===== src/rtl/hrp_pkg.sv =====
package hrp_pkg;

   // default depth of the value store
   localparam int TOKEN_BYTES_DEF = 32;

   // field widths
   localparam int LEN_W  = 5;
   localparam int KIND_W = 3;

   // key length that can match content-length
   localparam int MATCH_LEN = 14;

   // byte classes
   localparam logic [2:0] CLS_OTHER = 3'd0;
   localparam logic [2:0] CLS_TAB   = 3'd1;
   localparam logic [2:0] CLS_LF    = 3'd2;
   localparam logic [2:0] CLS_CR    = 3'd3;
   localparam logic [2:0] CLS_SPACE = 3'd4;
   localparam logic [2:0] CLS_COMMA = 3'd5;
   localparam logic [2:0] CLS_COLON = 3'd6;

   localparam logic [3:0] NUM_STATES = 4'd11;

   // transition entries that carry an action
   localparam logic [7:0] ENT_END_OK      = 8'hC0;
   localparam logic [7:0] ENT_END_BAD     = 8'hC1;
   localparam logic [7:0] ENT_STORE       = 8'hC4;
   localparam logic [7:0] ENT_VERSION     = 8'h80;
   localparam logic [7:0] ENT_CODE        = 8'h81;
   localparam logic [7:0] ENT_REASON      = 8'h82;
   localparam logic [7:0] ENT_KEY         = 8'h84;
   localparam logic [7:0] ENT_VALUE       = 8'h87;
   localparam logic [7:0] ENT_VALUE_SPLIT = 8'h88;

   // event kinds
   localparam logic [KIND_W-1:0] EV_CONTINUE = 3'd0;
   localparam logic [KIND_W-1:0] EV_VERSION  = 3'd1;
   localparam logic [KIND_W-1:0] EV_CODE     = 3'd2;
   localparam logic [KIND_W-1:0] EV_REASON   = 3'd3;
   localparam logic [KIND_W-1:0] EV_KEY      = 3'd4;
   localparam logic [KIND_W-1:0] EV_VALUE    = 3'd5;
   localparam logic [KIND_W-1:0] EV_STORED   = 3'd6;
   localparam logic [KIND_W-1:0] EV_DONE     = 3'd7;

   // rows: parse state, columns: byte class
   localparam logic [7:0] STEP_TABLE [0:10][0:6] = '{
      '{8'h80, 8'h01, 8'hC1, 8'hC1, 8'h01, 8'h80, 8'h80},
      '{8'h81, 8'h02, 8'hC1, 8'hC1, 8'h02, 8'h01, 8'h01},
      '{8'h82, 8'h82, 8'h04, 8'h03, 8'h82, 8'h82, 8'h82},
      '{8'hC1, 8'hC1, 8'h04, 8'hC1, 8'hC1, 8'hC1, 8'hC1},
      '{8'h84, 8'hC1, 8'hC0, 8'h05, 8'hC1, 8'hC1, 8'h06},
      '{8'hC1, 8'hC1, 8'hC0, 8'hC1, 8'hC1, 8'hC1, 8'hC1},
      '{8'h87, 8'h06, 8'hC1, 8'hC1, 8'h06, 8'h87, 8'h87},
      '{8'h87, 8'h87, 8'hC4, 8'h0A, 8'h87, 8'h88, 8'h87},
      '{8'h87, 8'h88, 8'h06, 8'h09, 8'h88, 8'h88, 8'h87},
      '{8'hC1, 8'hC1, 8'h06, 8'hC1, 8'hC1, 8'hC1, 8'hC1},
      '{8'hC1, 8'hC1, 8'hC4, 8'hC1, 8'hC1, 8'hC1, 8'hC1}
   };

   function automatic logic [2:0] byte_class(input logic [7:0] c);
      case (c)
         8'h09:   return CLS_TAB;
         8'h0A:   return CLS_LF;
         8'h0D:   return CLS_CR;
         8'h20:   return CLS_SPACE;
         8'h2C:   return CLS_COMMA;
         8'h3A:   return CLS_COLON;
         default: return CLS_OTHER;
      endcase
   endfunction

   // unused states end the headers as an error
   function automatic logic [7:0] step_entry(input logic [3:0] st, input logic [2:0] cls);
      if (st < NUM_STATES && cls <= CLS_COLON) begin
         return STEP_TABLE[st][cls];
      end
      return ENT_END_BAD;
   endfunction

   // "content-length", one character per index
   function automatic logic [7:0] match_char(input logic [3:0] idx);
      case (idx)
         4'd0:    return 8'h63;
         4'd1:    return 8'h6F;
         4'd2:    return 8'h6E;
         4'd3:    return 8'h74;
         4'd4:    return 8'h65;
         4'd5:    return 8'h6E;
         4'd6:    return 8'h74;
         4'd7:    return 8'h2D;
         4'd8:    return 8'h6C;
         4'd9:    return 8'h65;
         4'd10:   return 8'h6E;
         4'd11:   return 8'h67;
         4'd12:   return 8'h74;
         4'd13:   return 8'h68;
         default: return 8'h00;
      endcase
   endfunction

endpackage


===== src/rtl/hrp_digit_unit.sv =====
module hrp_digit_unit
   import hrp_pkg::*;
(
   input  logic [31:0] acc,
   input  logic [7:0]  char_code,
   output logic [31:0] result
);

   logic [31:0] char_ext;
   logic [31:0] times_ten;

   // byte counts as a signed char
   assign char_ext  = {{24{char_code[7]}}, char_code};
   // acc * 10 as two shifts and one add
   assign times_ten = {acc[28:0], 3'b000} + {acc[30:0], 1'b0};
   assign result    = times_ten + char_ext - 32'd48;

endmodule


===== src/rtl/hrp_value_store.sv =====
module hrp_value_store
   import hrp_pkg::*;
#(
   parameter int TOKEN_BYTES = TOKEN_BYTES_DEF,
   localparam int IDX_W = $clog2(TOKEN_BYTES)
) (
   input  logic             clock,
   input  logic             wr_en,
   input  logic [IDX_W-1:0] wr_addr,
   input  logic [7:0]       wr_data,
   input  logic [IDX_W-1:0] rd_addr,
   output logic [7:0]       rd_data
);

   logic [7:0] mem_ff [TOKEN_BYTES];
   logic [7:0] rd_data_ff;

   always_ff @(posedge clock) begin
      if (wr_en) begin
         mem_ff[wr_addr] <= wr_data;
      end
      rd_data_ff <= mem_ff[rd_addr];
   end

   assign rd_data = rd_data_ff;

endmodule


===== src/rtl/http_response_header_parser.sv =====
// a captured byte is decoded and its result loaded into the output register when free;
//    a new byte is taken only after that load. A value end after a content-length key
//    first walks the stored digits (a store read then a digit step per digit); the walk
//    shares one digit unit with the status code and reads one store port
// reset: synchronous, active high; clears the parser state and the accumulators,
//    the value store is not cleared
module http_response_header_parser
   import hrp_pkg::*;
#(
   parameter int TOKEN_BYTES = TOKEN_BYTES_DEF
) (
   input  logic               clock,
   input  logic               reset,
   // byte input channel
   input  logic               req_valid,
   output logic               req_stall,
   input  logic [7:0]         req_in_char,
   // result channel
   output logic               rsp_valid,
   input  logic               rsp_stall,
   output logic [KIND_W-1:0]  rsp_event_kind,
   output logic [7:0]         rsp_out_char,
   output logic               rsp_key_closed,
   output logic [LEN_W-1:0]   rsp_key_len,
   output logic               rsp_value_closed,
   output logic [LEN_W-1:0]   rsp_value_len,
   output logic               rsp_headers_done,
   output logic               rsp_bad_end,
   output logic signed [31:0] rsp_status_code,
   output logic signed [31:0] rsp_content_length
);

   localparam int CNT_W   = $clog2(TOKEN_BYTES);
   localparam int KEY_CAP = TOKEN_BYTES - 1;
   localparam int VAL_CAP = TOKEN_BYTES - 2;

   typedef enum logic [2:0] {
      ST_IDLE,
      ST_DECODE,
      ST_WALK_RD,
      ST_WALK_ACC,
      ST_EMIT
   } seq_state_type;

   seq_state_type state_ff;

   // parser state
   logic [3:0]       parse_state_ff;
   logic [31:0]      code_acc_ff;
   logic [31:0]      length_acc_ff;
   logic [CNT_W-1:0] key_count_ff;
   logic             key_prefix_ok_ff;
   logic [CNT_W-1:0] value_count_ff;
   logic             length_pending_ff;

   // captured byte and the walk over the store
   logic [7:0]       in_char_ff;
   logic [CNT_W-1:0] walk_idx_ff;
   logic [CNT_W-1:0] walk_last_ff;

   // result fields held until the output register is free
   logic [KIND_W-1:0] res_kind_ff;
   logic [7:0]        res_char_ff;
   logic              res_kclosed_ff;
   logic [LEN_W-1:0]  res_klen_ff;
   logic              res_vclosed_ff;
   logic [LEN_W-1:0]  res_vlen_ff;
   logic              res_done_ff;
   logic              res_bad_ff;

   // output register
   logic               rsp_valid_ff;
   logic [KIND_W-1:0]  rsp_event_kind_ff;
   logic [7:0]         rsp_out_char_ff;
   logic               rsp_key_closed_ff;
   logic [LEN_W-1:0]   rsp_key_len_ff;
   logic               rsp_value_closed_ff;
   logic [LEN_W-1:0]   rsp_value_len_ff;
   logic               rsp_headers_done_ff;
   logic               rsp_bad_end_ff;
   logic signed [31:0] rsp_status_code_ff;
   logic signed [31:0] rsp_content_length_ff;

   logic [7:0]  entry;
   logic [7:0]  key_char;
   logic        is_value;
   logic [31:0] unit_acc;
   logic [7:0]  unit_char;
   logic [31:0] unit_result;
   logic [7:0]  store_rd_data;
   logic        out_free;

   // table step for the captured byte
   assign entry = step_entry(parse_state_ff, byte_class(in_char_ff));

   // lowercase, A-Z only
   assign key_char = (in_char_ff >= 8'h41 && in_char_ff <= 8'h5A) ?
                     (in_char_ff + 8'h20) : in_char_ff;

   assign is_value = (entry == ENT_VALUE) || (entry == ENT_VALUE_SPLIT);

   // the digit unit serves the status code in decode and the length during the walk
   assign unit_acc  = (state_ff == ST_WALK_ACC) ? length_acc_ff : code_acc_ff;
   assign unit_char = (state_ff == ST_WALK_ACC) ? store_rd_data : in_char_ff;

   hrp_digit_unit u_digit (
      .acc       (unit_acc),
      .char_code (unit_char),
      .result    (unit_result)
   );

   // value bytes are written at decode, read back one per walk step
   hrp_value_store #(
      .TOKEN_BYTES (TOKEN_BYTES)
   ) u_store (
      .clock   (clock),
      .wr_en   (state_ff == ST_DECODE && is_value),
      .wr_addr (value_count_ff),
      .wr_data (in_char_ff),
      .rd_addr (walk_idx_ff),
      .rd_data (store_rd_data)
   );

   // output register can load when empty or emptying this cycle
   assign out_free = !rsp_valid_ff || !rsp_stall;

   always_ff @(posedge clock) begin
      if (reset) begin
         state_ff          <= ST_IDLE;
         rsp_valid_ff      <= 1'b0;
         parse_state_ff    <= 4'd0;
         code_acc_ff       <= 32'd0;
         length_acc_ff     <= 32'd0;
         key_count_ff      <= '0;
         key_prefix_ok_ff  <= 1'b1;
         value_count_ff    <= '0;
         length_pending_ff <= 1'b0;
      end else begin
         // result transfer frees the output register
         if (rsp_valid_ff && !rsp_stall) begin
            rsp_valid_ff <= 1'b0;
         end

         unique case (state_ff)
            ST_IDLE: begin
               if (req_valid) begin
                  in_char_ff <= req_in_char;
                  state_ff   <= ST_DECODE;
               end
            end

            ST_DECODE: begin
               parse_state_ff <= entry[3:0];
               res_kind_ff    <= EV_CONTINUE;
               res_char_ff    <= in_char_ff;
               res_kclosed_ff <= 1'b0;
               res_klen_ff    <= '0;
               res_vclosed_ff <= 1'b0;
               res_vlen_ff    <= '0;
               res_done_ff    <= 1'b0;
               res_bad_ff     <= 1'b0;
               state_ff       <= ST_EMIT;

               unique case (entry) inside
                  ENT_END_OK, ENT_END_BAD: begin
                     res_kind_ff <= EV_DONE;
                     res_done_ff <= 1'b1;
                     res_bad_ff  <= (entry == ENT_END_BAD);
                  end
                  ENT_VERSION: begin
                     res_kind_ff <= EV_VERSION;
                  end
                  ENT_CODE: begin
                     res_kind_ff <= EV_CODE;
                     code_acc_ff <= unit_result;
                  end
                  ENT_REASON: begin
                     res_kind_ff <= EV_REASON;
                  end
                  ENT_KEY: begin
                     res_kind_ff <= EV_KEY;
                     res_char_ff <= key_char;
                     // characters past the cap are reported but not counted
                     if (key_count_ff < CNT_W'(KEY_CAP)) begin
                        if (key_count_ff < CNT_W'(MATCH_LEN) &&
                            key_char != match_char(key_count_ff[3:0])) begin
                           key_prefix_ok_ff <= 1'b0;
                        end
                        key_count_ff <= key_count_ff + CNT_W'(1);
                     end
                  end
                  ENT_VALUE, ENT_VALUE_SPLIT: begin
                     res_kind_ff <= EV_VALUE;
                     // first value byte closes the key
                     if (key_count_ff != '0) begin
                        res_kclosed_ff <= 1'b1;
                        res_klen_ff    <= LEN_W'(key_count_ff);
                        if (key_count_ff == CNT_W'(MATCH_LEN) && key_prefix_ok_ff) begin
                           length_pending_ff <= 1'b1;
                        end
                        key_count_ff     <= '0;
                        key_prefix_ok_ff <= 1'b1;
                     end
                     // at the cap slot VAL_CAP (TOKEN_BYTES - 2) keeps being overwritten
                     if (value_count_ff < CNT_W'(VAL_CAP)) begin
                        value_count_ff <= value_count_ff + CNT_W'(1);
                     end
                  end
                  ENT_STORE: begin
                     res_kind_ff <= EV_STORED;
                     if (value_count_ff != '0) begin
                        res_vclosed_ff <= 1'b1;
                        res_vlen_ff    <= LEN_W'(value_count_ff);
                        value_count_ff <= '0;
                        // content-length value: walk the stored digits
                        if (length_pending_ff) begin
                           length_pending_ff <= 1'b0;
                           walk_idx_ff       <= '0;
                           walk_last_ff      <= value_count_ff - CNT_W'(1);
                           state_ff          <= ST_WALK_RD;
                        end
                     end
                  end
                  default: begin
                     res_kind_ff <= EV_CONTINUE;
                  end
               endcase
            end

            // store read of the current digit lands at the next edge
            ST_WALK_RD: begin
               state_ff <= ST_WALK_ACC;
            end

            ST_WALK_ACC: begin
               length_acc_ff <= unit_result;
               walk_idx_ff   <= walk_idx_ff + CNT_W'(1);
               if (walk_idx_ff == walk_last_ff) begin
                  state_ff <= ST_EMIT;
               end else begin
                  state_ff <= ST_WALK_RD;
               end
            end

            ST_EMIT: begin
               if (out_free) begin
                  rsp_valid_ff          <= 1'b1;
                  rsp_event_kind_ff     <= res_kind_ff;
                  rsp_out_char_ff       <= res_char_ff;
                  rsp_key_closed_ff     <= res_kclosed_ff;
                  rsp_key_len_ff        <= res_klen_ff;
                  rsp_value_closed_ff   <= res_vclosed_ff;
                  rsp_value_len_ff      <= res_vlen_ff;
                  rsp_headers_done_ff   <= res_done_ff;
                  rsp_bad_end_ff        <= res_bad_ff;
                  rsp_status_code_ff    <= code_acc_ff;
                  rsp_content_length_ff <= length_acc_ff;
                  // end of headers: parser returns to its reset state
                  if (res_done_ff) begin
                     parse_state_ff    <= 4'd0;
                     code_acc_ff       <= 32'd0;
                     length_acc_ff     <= 32'd0;
                     key_count_ff      <= '0;
                     key_prefix_ok_ff  <= 1'b1;
                     value_count_ff    <= '0;
                     length_pending_ff <= 1'b0;
                  end
                  state_ff <= ST_IDLE;
               end
            end

            default: begin
               state_ff <= ST_IDLE;
            end
         endcase
      end
   end

   // a new byte transfer only between items
   assign req_stall = (state_ff != ST_IDLE);

   assign rsp_valid          = rsp_valid_ff;
   assign rsp_event_kind     = rsp_event_kind_ff;
   assign rsp_out_char       = rsp_out_char_ff;
   assign rsp_key_closed     = rsp_key_closed_ff;
   assign rsp_key_len        = rsp_key_len_ff;
   assign rsp_value_closed   = rsp_value_closed_ff;
   assign rsp_value_len      = rsp_value_len_ff;
   assign rsp_headers_done   = rsp_headers_done_ff;
   assign rsp_bad_end        = rsp_bad_end_ff;
   assign rsp_status_code    = rsp_status_code_ff;
   assign rsp_content_length = rsp_content_length_ff;

endmodule

===== config.mk =====
export PLATFORM = sky130hd
export DESIGN_NAME = http_response_header_parser
export DESIGN_NICKNAME = d
export VERILOG_FILES = /design/src/rtl/hrp_pkg.sv /design/src/rtl/hrp_digit_unit.sv /design/src/rtl/hrp_value_store.sv /design/src/rtl/http_response_header_parser.sv
export SDC_FILE = /design/constraint.sdc
export NUM_CORES = 1
export LEC_CHECK = 0
export BUFFER_PORTS_ARGS = -buffer_cell sky130_fd_sc_hd__buf_4
export CORE_MARGIN = 3
export CORE_UTILIZATION = 65
export DETAILED_ROUTE_END_ITERATION = 7
export PLACE_DENSITY_LB_ADDON = 0.12
export REMOVE_ABC_BUFFERS = 1
export SLEW_MARGIN = 10
export SYNTH_ARGS = -nofsm -noshare
export SYNTH_HDL_FRONTEND = slang
export SYNTH_SLANG_ARGS = --single-unit

===== constraint.sdc =====
create_clock -name clock -period 11.39 [get_ports clock]
set_input_delay 0.5695 -clock clock [delete_from_list [all_inputs] [get_ports clock]]
set_output_delay 0.5695 -clock clock [all_outputs]
set_load 0.02 [all_outputs]

==> results of run 1 <==
metrics by stage:
step	power [mW]	hold slack [ps]	util (%)	area (um^2)	std cells
floorplan	2.15	400	-	22000	1547
global placement	2.22	402	69.9	23600	2119
detailed placement	2.23	405	69.9	23600	2119
CTS	3.84	133	74.8	25200	2207
global route	3.94	147	74.8	25200	2207
finish	3.82	161	74.8	25200	2207
cell usage after synthesis (6+ instances only):
| library cell | count | area [um^2] |
|---|---|---|
| edfxtp_1 | 388 | 11700 |
| nand2_1 | 143 | 537 |
| nor2_1 | 127 | 477 |
| inv_1 | 109 | 409 |
| dfxtp_1 | 99 | 1980 |
| a21oi_1 | 86 | 430 |
| ha_1 | 80 | 1000 |
| mux4_2 | 80 | 1800 |
| clkbuf_1 | 50 | 188 |
| mux2i_1 | 44 | 440 |
| nand3_1 | 37 | 185 |
| xnor2_1 | 31 | 272 |
| fa_1 | 29 | 581 |
| o21ai_0 | 27 | 135 |
| xor2_1 | 21 | 184 |
| a21o_1 | 20 | 150 |
| nor2b_1 | 18 | 113 |
| nor3_1 | 17 | 85.1 |
| and2_1 | 14 | 87.6 |
| buf_1 | 14 | 52.6 |
| and3_1 | 12 | 75.1 |
| o31ai_1 | 10 | 75.1 |
| a22oi_1 | 9 | 67.6 |
| mux2_2 | 9 | 101 |
| nand4_1 | 9 | 56.3 |
| a31oi_1 | 8 | 50.1 |
| o21a_1 | 8 | 60.1 |
| buf_2 | 6 | 30.0 |
| nand2b_1 | 6 | 37.5 |
| nand3b_1 | 6 | 45.0 |
| o21bai_1 | 6 | 45.0 |
| o41ai_1 | 6 | 52.6 |
| or3_1 | 6 | 37.5 |
state kept, by name, indices dropped and copies added, names as in the netlist, 8 cells and up, named ones only:
name                cells
rsp_status_code        32
in_char_ff              8
code_acc_ff            32
rsp_content_length     32
u_store.mem_ff        256
res_char_ff             8
u_store.rd_data         8
length_acc_ff          32
rsp_out_char            8
logic make-up (layout without fill, tap and decap cells):
logic type / Yosys count / in the layout / synth area share (%)
buf+inv: 183 / 322 / 3.19
xor+xnor: 52 / 52 / 2.04
flops: 487 / 487 / 61.1
simple gates: 421 / 421 / 8.79
compound gates: 232 / 232 / 7.15
fa+ha+maj: 109 / 109 / 7.08
mux: 136 / 136 / 10.7
final cells by class:
cell class / count / area, um^2
clock buffer: 62 / 1330
clock inverter: 26 / 314
fill: 2103 / 8500
inverter: 110 / 413
multi-input combinational: 950 / 8020
sequential: 487 / 13600
tap: 448 / 561
timing repair buffer: 124 / 931
power by group:
part	leakage (nW)	internal (mW)	switching (mW)
clock	0.799	0.961	0.662
sequential	4.29	1.93	0.00984
combinational	4.22	0.0934	0.163
how the worst max path moves through the flow:
stage,cells after the start,startpoint,to,slack [ps]
global route,22,state_ff[1]$_SDFFE_PP0P_,code_acc_ff[30]$_SDFFE_PP0P_,4750
floorplan,19,state_ff[1]$_SDFFE_PP0P_,code_acc_ff[30]$_SDFFE_PP0P_,4540
global placement,22,state_ff[1]$_SDFFE_PP0P_,code_acc_ff[30]$_SDFFE_PP0P_,5570
detailed placement,22,state_ff[1]$_SDFFE_PP0P_,code_acc_ff[30]$_SDFFE_PP0P_,5360
finish,22,state_ff[1]$_SDFFE_PP0P_,code_acc_ff[30]$_SDFFE_PP0P_,5250
CTS,22,state_ff[1]$_SDFFE_PP0P_,code_acc_ff[30]$_SDFFE_PP0P_,5340
metal layers:
metal	GRT usage, %	share of wire (%)	up-vias
met1	39.1	40	6858
met5	0	0	-
met2	47.6	50	614
met4	8.64	2.8	0
met3	4.75	7.7	100
li1	-	-	6194
==> impl_metrics.ini, run 1 <==
[status]
outcome = finished, final reports clean

[route]
drtIter0Drc = 1246
antenna_left = 0
wl_per_cell_um = 23.0
dr.pass1.iters = 6
num_vias = 13800
viasPerCell = 6.24
drc = 0
routed_wl_um = 50800

[power]
p_leak_nw = 9.31
ir_worst_vdd_v = 0.000149
powerDensity_nw_per_um2 = 151

[place]
place.port_buffers = 102
pre_cts_slack_ps = 5360
hpwlAfterDp_um = 32400
gp_congestion = 0.853

[sta]
worst_slack_ps = 5250
slew_viol_final = 0
fin_skew_ps = 18.8
worst_slew_pin_slew_ps = 1160
rsz0062_at_grt = no
period_share_pct = 53.9
relSlewSlack_pct = 22.3
final-setup-viol-count = 0
max_freq_mhz = 163
fin_setup_tns_ps = 0
finalCriticalPeriod_ps = 6140
finalHoldViolations = 0

[setup_path]
worst-path-buf-inv = 4
worstSetupPathType = register to register
slowest_stage = o41ai_1
cpLargestDelayFamily = compound AO/OA/AOI/OAI gates
cp-start-kind = register
required_ps = 11850
path_cells = inv_1 > nor2_2 > buf_4 > nand2_1 > nand2_1 > inv_1 > fa_1 > inv_1 > fa_1 > ha_1 > a21o_1 > a21o_1 > a2111oi_0 > or3_1 > a21oi_1 > o41ai_1 > o31ai_1 > o41ai_1 > o21ai_0 > xor2_1 > and3_1 > a31o_2
critPathMaxStageDelay_ps = 690
path_max_fanout = 24
rr_endpoint = code_acc_ff[30]$_SDFFE_PP0P_
reg2regPathDepth = 22
r2r_setup_slack_ps = 5250
worstSetupEndpointType = register
arrival_ps = 6600
cp_common_cell = inv_1
reg2reg_from = state_ff[1]$_SDFFE_PP0P_

[floorplanning]
dieArea_um2 = 36600
ios = 103
start_util_pct = 66.3
core_area_um2 = 33700
fp-row-count = 67
die_h_um = 191
die_w_um = 191

[clock_tree]
holdBufCountCts = 0
post_cts_buffers = 0
cts_made_buffers = 47
clk_latency_ps = 590
root_buffer = clkbuf_16
cts_tree = done
htreeDepth = 2
cts_resized = 0
clkSinkCount = 487
path_clk_slew_ps = 60
clock_path_buffers = 3

[yosys]
synthesis.area_um2 = 22300
synthCells = 1620
synth_cell_types = 85
ys_seq_area_share_pct = 61.1
yosys_warnings = 0
synth.avg_cell_area_um2 = 13.8
synth-async-reset-ratio_pct = 0
synth_ff_type = edfxtp_1
ys_ff_latch = 487
synth-edff-count = 388

[run]
drv_cap = 0

[finish]
drive_gt1_share_pct = 18.5
nNetsFinal = 1841
area_delta_synth_final_pct = 12.8
final_common_cell = edfxtp_1
layout_common_cells = 388 x edfxtp_1, 142 x nand2_1, 124 x nor2_1, 124 x buf_4, 109 x inv_1
antenna_cells = 0

[global_routing]
grt-ovfl-total = 0
grt_first_pass_wirelength_um = 78700
antenna_found_initial = 0
grt_max_degree = 68
first_global_vias = 13700
track_usage_pct = 28.5

[worst_hold_path]
min_to = in_char_ff[2]$_DFFE_PP_
hold_path.class = input port to register
holdPathStages = 1
worstHoldStart = req_in_char[2]
No activity file was read; power rests on OpenSTA's default activity.
==> run 2, diff against run 1 <==
--- a/config.mk
+++ b/config.mk
@@ -7,7 +7,7 @@
 export LEC_CHECK = 0
 export BUFFER_PORTS_ARGS = -buffer_cell sky130_fd_sc_hd__buf_4
 export CORE_MARGIN = 3
-export CORE_UTILIZATION = 65
+export CORE_UTILIZATION = 62
 export DETAILED_ROUTE_END_ITERATION = 7
 export PLACE_DENSITY_LB_ADDON = 0.12
 export REMOVE_ABC_BUFFERS = 1
==> constraint.sdc (replaced) <==
create_clock -name clock -period 5.8 [get_ports clock]
set_input_delay 0.29 -clock clock [delete_from_list [all_inputs] [get_ports clock]]
set_output_delay 0.29 -clock clock [all_outputs]
set_load 0.02 [all_outputs]
==> run 2 against run 1 <==
  * Worst hold slack worse by 98 ps
  * Sequential power is 96% higher
  * Die area is 4.7% higher
  * Combinational power is 97% higher
  * Critical path depth is 1 lower
  * Count of clock-buffer cells in the layout is 5 lower
  * Core utilization is 1.9 points lower
  * Largest power group unchanged
  * Design area is 1.4% higher
  * Cell count is 2.5% higher
  * Total power is 92% higher
  * Non-clock buffer count is 51 higher
  * Largest cell class unchanged
  * Critical endpoint is now code_acc_ff[31]$_SDFFE_PP0P_
==> impl_metrics.ini, run 2 (synthesized netlist as in run 1, its figures left out) <==
[power]
power.internal_mw = 5.71
ir_worst_vdd_v = 0.000407
p_leak_nw = 9.53
p_seq_share_pct = 51.9
power_frac_comb_pct = 6.9
finalPower_mw = 7.33
p_sw_share_pct = 22.1
clock_power_share_pct = 41.2
p_switching_mw = 1.62
powerDensity_nw_per_um2 = 287

[route]
wl_per_cell_um = 22.7
drc = 0
wl_met3_um = 3790
drtIter0Drc = 1255
dr.pass1.iters = 6
num_vias = 14000
top_layer = met5
antenna_left = 0
wl_met2_um = 25600
wl_met1_um = 21000
viasPerCell = 6.17
routed_wl_um = 51500

[setup_path]
path_cells = inv_1 > nor2_4 > buf_4 > mux2i_4 > buf_4 > ha_1 > inv_1 > fa_1 > ha_1 > a21o_1 > a21o_1 > a21o_1 > a21oi_1 > nand3b_1 > o21ai_0 > o21ai_0 > a31o_2 > a21o_1 > a21o_1 > xnor2_1 > o41ai_1
cp-start-kind = register
worstSetupPathType = register to register
reg2regPathDepth = 21
path_max_fanout = 12
cp_common_cell = a21o_1
slowest_stage = dfxtp_1
arrival_ps = 5770
required_ps = 6260
worstSetupEndpointType = register
critPathMaxStageDelay_ps = 470

[finish]
layout_common_cells = 388 x edfxtp_1, 164 x buf_4, 142 x nand2_1
fin_area_um2 = 25600
antenna_cells = 0
final_cells = 2263
largest_reg_flops = 256
final_common_cell = edfxtp_1
drive_gt1_share_pct = 19.8
top_register = u_store.mem_ff
nNetsFinal = 1893
post-route-util_pct = 72.9
area_delta_synth_final_pct = 14.4

[clock_tree]
root_buffer = clkbuf_16
cts_tree = done
clkSinkCount = 487
post_cts_buffers = 0
htreeDepth = 2
clock_path_buffers = 3
clk_latency_ps = 580
path_clk_slew_ps = 60
cts_made_buffers = 48

[sta]
worst_slew_pin_slew_ps = 1110
fin_setup_tns_ps = 0
whs_ps = 62.4
final-setup-viol-count = 0
rsz0062_at_grt = no
period_share_pct = 91.5
max_freq_mhz = 188
finalHoldViolations = 0
slew_viol_final = 0
relSlewSlack_pct = 25.8
finalCriticalPeriod_ps = 5310
worst_slack_ps = 493
fin_skew_ps = 13.5

[place]
place.port_buffers = 102
gp_congestion = 0.912
hpwlAfterDp_um = 33700
dp_cells = 2168
pre_cts_slack_ps = 273
place_area_um2 = 23900

[global_routing]
grt_first_pass_wirelength_um = 80700
grt-ovfl-total = 0
antenna_found_initial = 1
grt_max_degree = 68
first_global_vias = 14000
track_usage_pct = 27.2

[status]
outcome = finished, final reports clean

[floorplanning]
dieArea_um2 = 38300
die_h_um = 196
core_area_um2 = 35100
ios = 103
die_w_um = 196
start_util_pct = 63.7
fp-row-count = 68

[worst_hold_path]
hold_path.class = input port to register
holdPathStages = 3

[run]
drv_cap = 0
run 2: changes by cell type in the layout (fill, tap and decap cells not counted), sizes merged:
| cell | before | now |
|---|---|---|
| buf | 124 | 167 |
| dlygate4sd3 | 0 | 8 |
| clkbuf | 62 | 57 |
| clkinv | 15 | 19 |
| bufinv | 6 | 4 |
| inv | 112 | 113 |
run 2: final timing paths:
kind | endpoint | slack, ps | from
min | state_ff[1]$_SDFFE_PP0P_ | 60 | req_valid
min reg2reg | rsp_key_len[2]$_DFFE_PP_ | 420 | res_klen_ff[2]$_SDFFCE_PN0P_
max | code_acc_ff[31]$_SDFFE_PP0P_ | 490 | state_ff[1]$_SDFFE_PP0P_
max reg2reg | code_acc_ff[31]$_SDFFE_PP0P_ | 490 | state_ff[1]$_SDFFE_PP0P_
run 2: power by group through the flow:
stage,registers [mW],logic [mW],clock network [mW]
4_1_cts,3.81,0.500,3.07
6_report,3.81,0.504,3.02
2_1_floorplan,3.90,0.319,0
5_1_grt,3.81,0.560,3.21
3_5_place_dp,3.88,0.490,0
3_3_place_gp,3.88,0.479,0
run 2: layout make-up:
| cell class | count | area, um^2 |
|---|---|---|
| timing repair buffer | 175 | 1380 |
| clock inverter | 29 | 265 |
| tap | 455 | 569 |
| multi-input combinational | 950 | 8030 |
| inverter | 110 | 413 |
| sequential | 487 | 13600 |
| fill | 2256 | 9500 |
| clock buffer | 57 | 1260 |
run 2: metal layers:
| layer | global-route usage [%] | up-vias |
|---|---|---|
| li1 | - | 6291 |
| met1 | 37.7 | 7036 |
| met2 | 45.4 | 544 |
| met3 | 5.19 | 94 |
| met4 | 6.76 | 2 |
| met5 | 0 | - |
run 2: critical path: cells and delay by family (launching register included):
family,cells,cell delay (ps)
multiplexers,1,390
adder cells (fa/ha/maj),3,1030
AND/OR/NAND/NOR,2,310
AO/OA/AOI/OAI,10,2120
flip-flops,1,470
XOR/XNOR,1,140
buffers and inverters,4,700
run 2: timing repair:
action / in CTS / in global routing
hold endpoints to repair: 8 / 0
setup endpoints to repair: 0 / 2
hold buffers: 8 / 0
gates resized for setup: 0 / 3
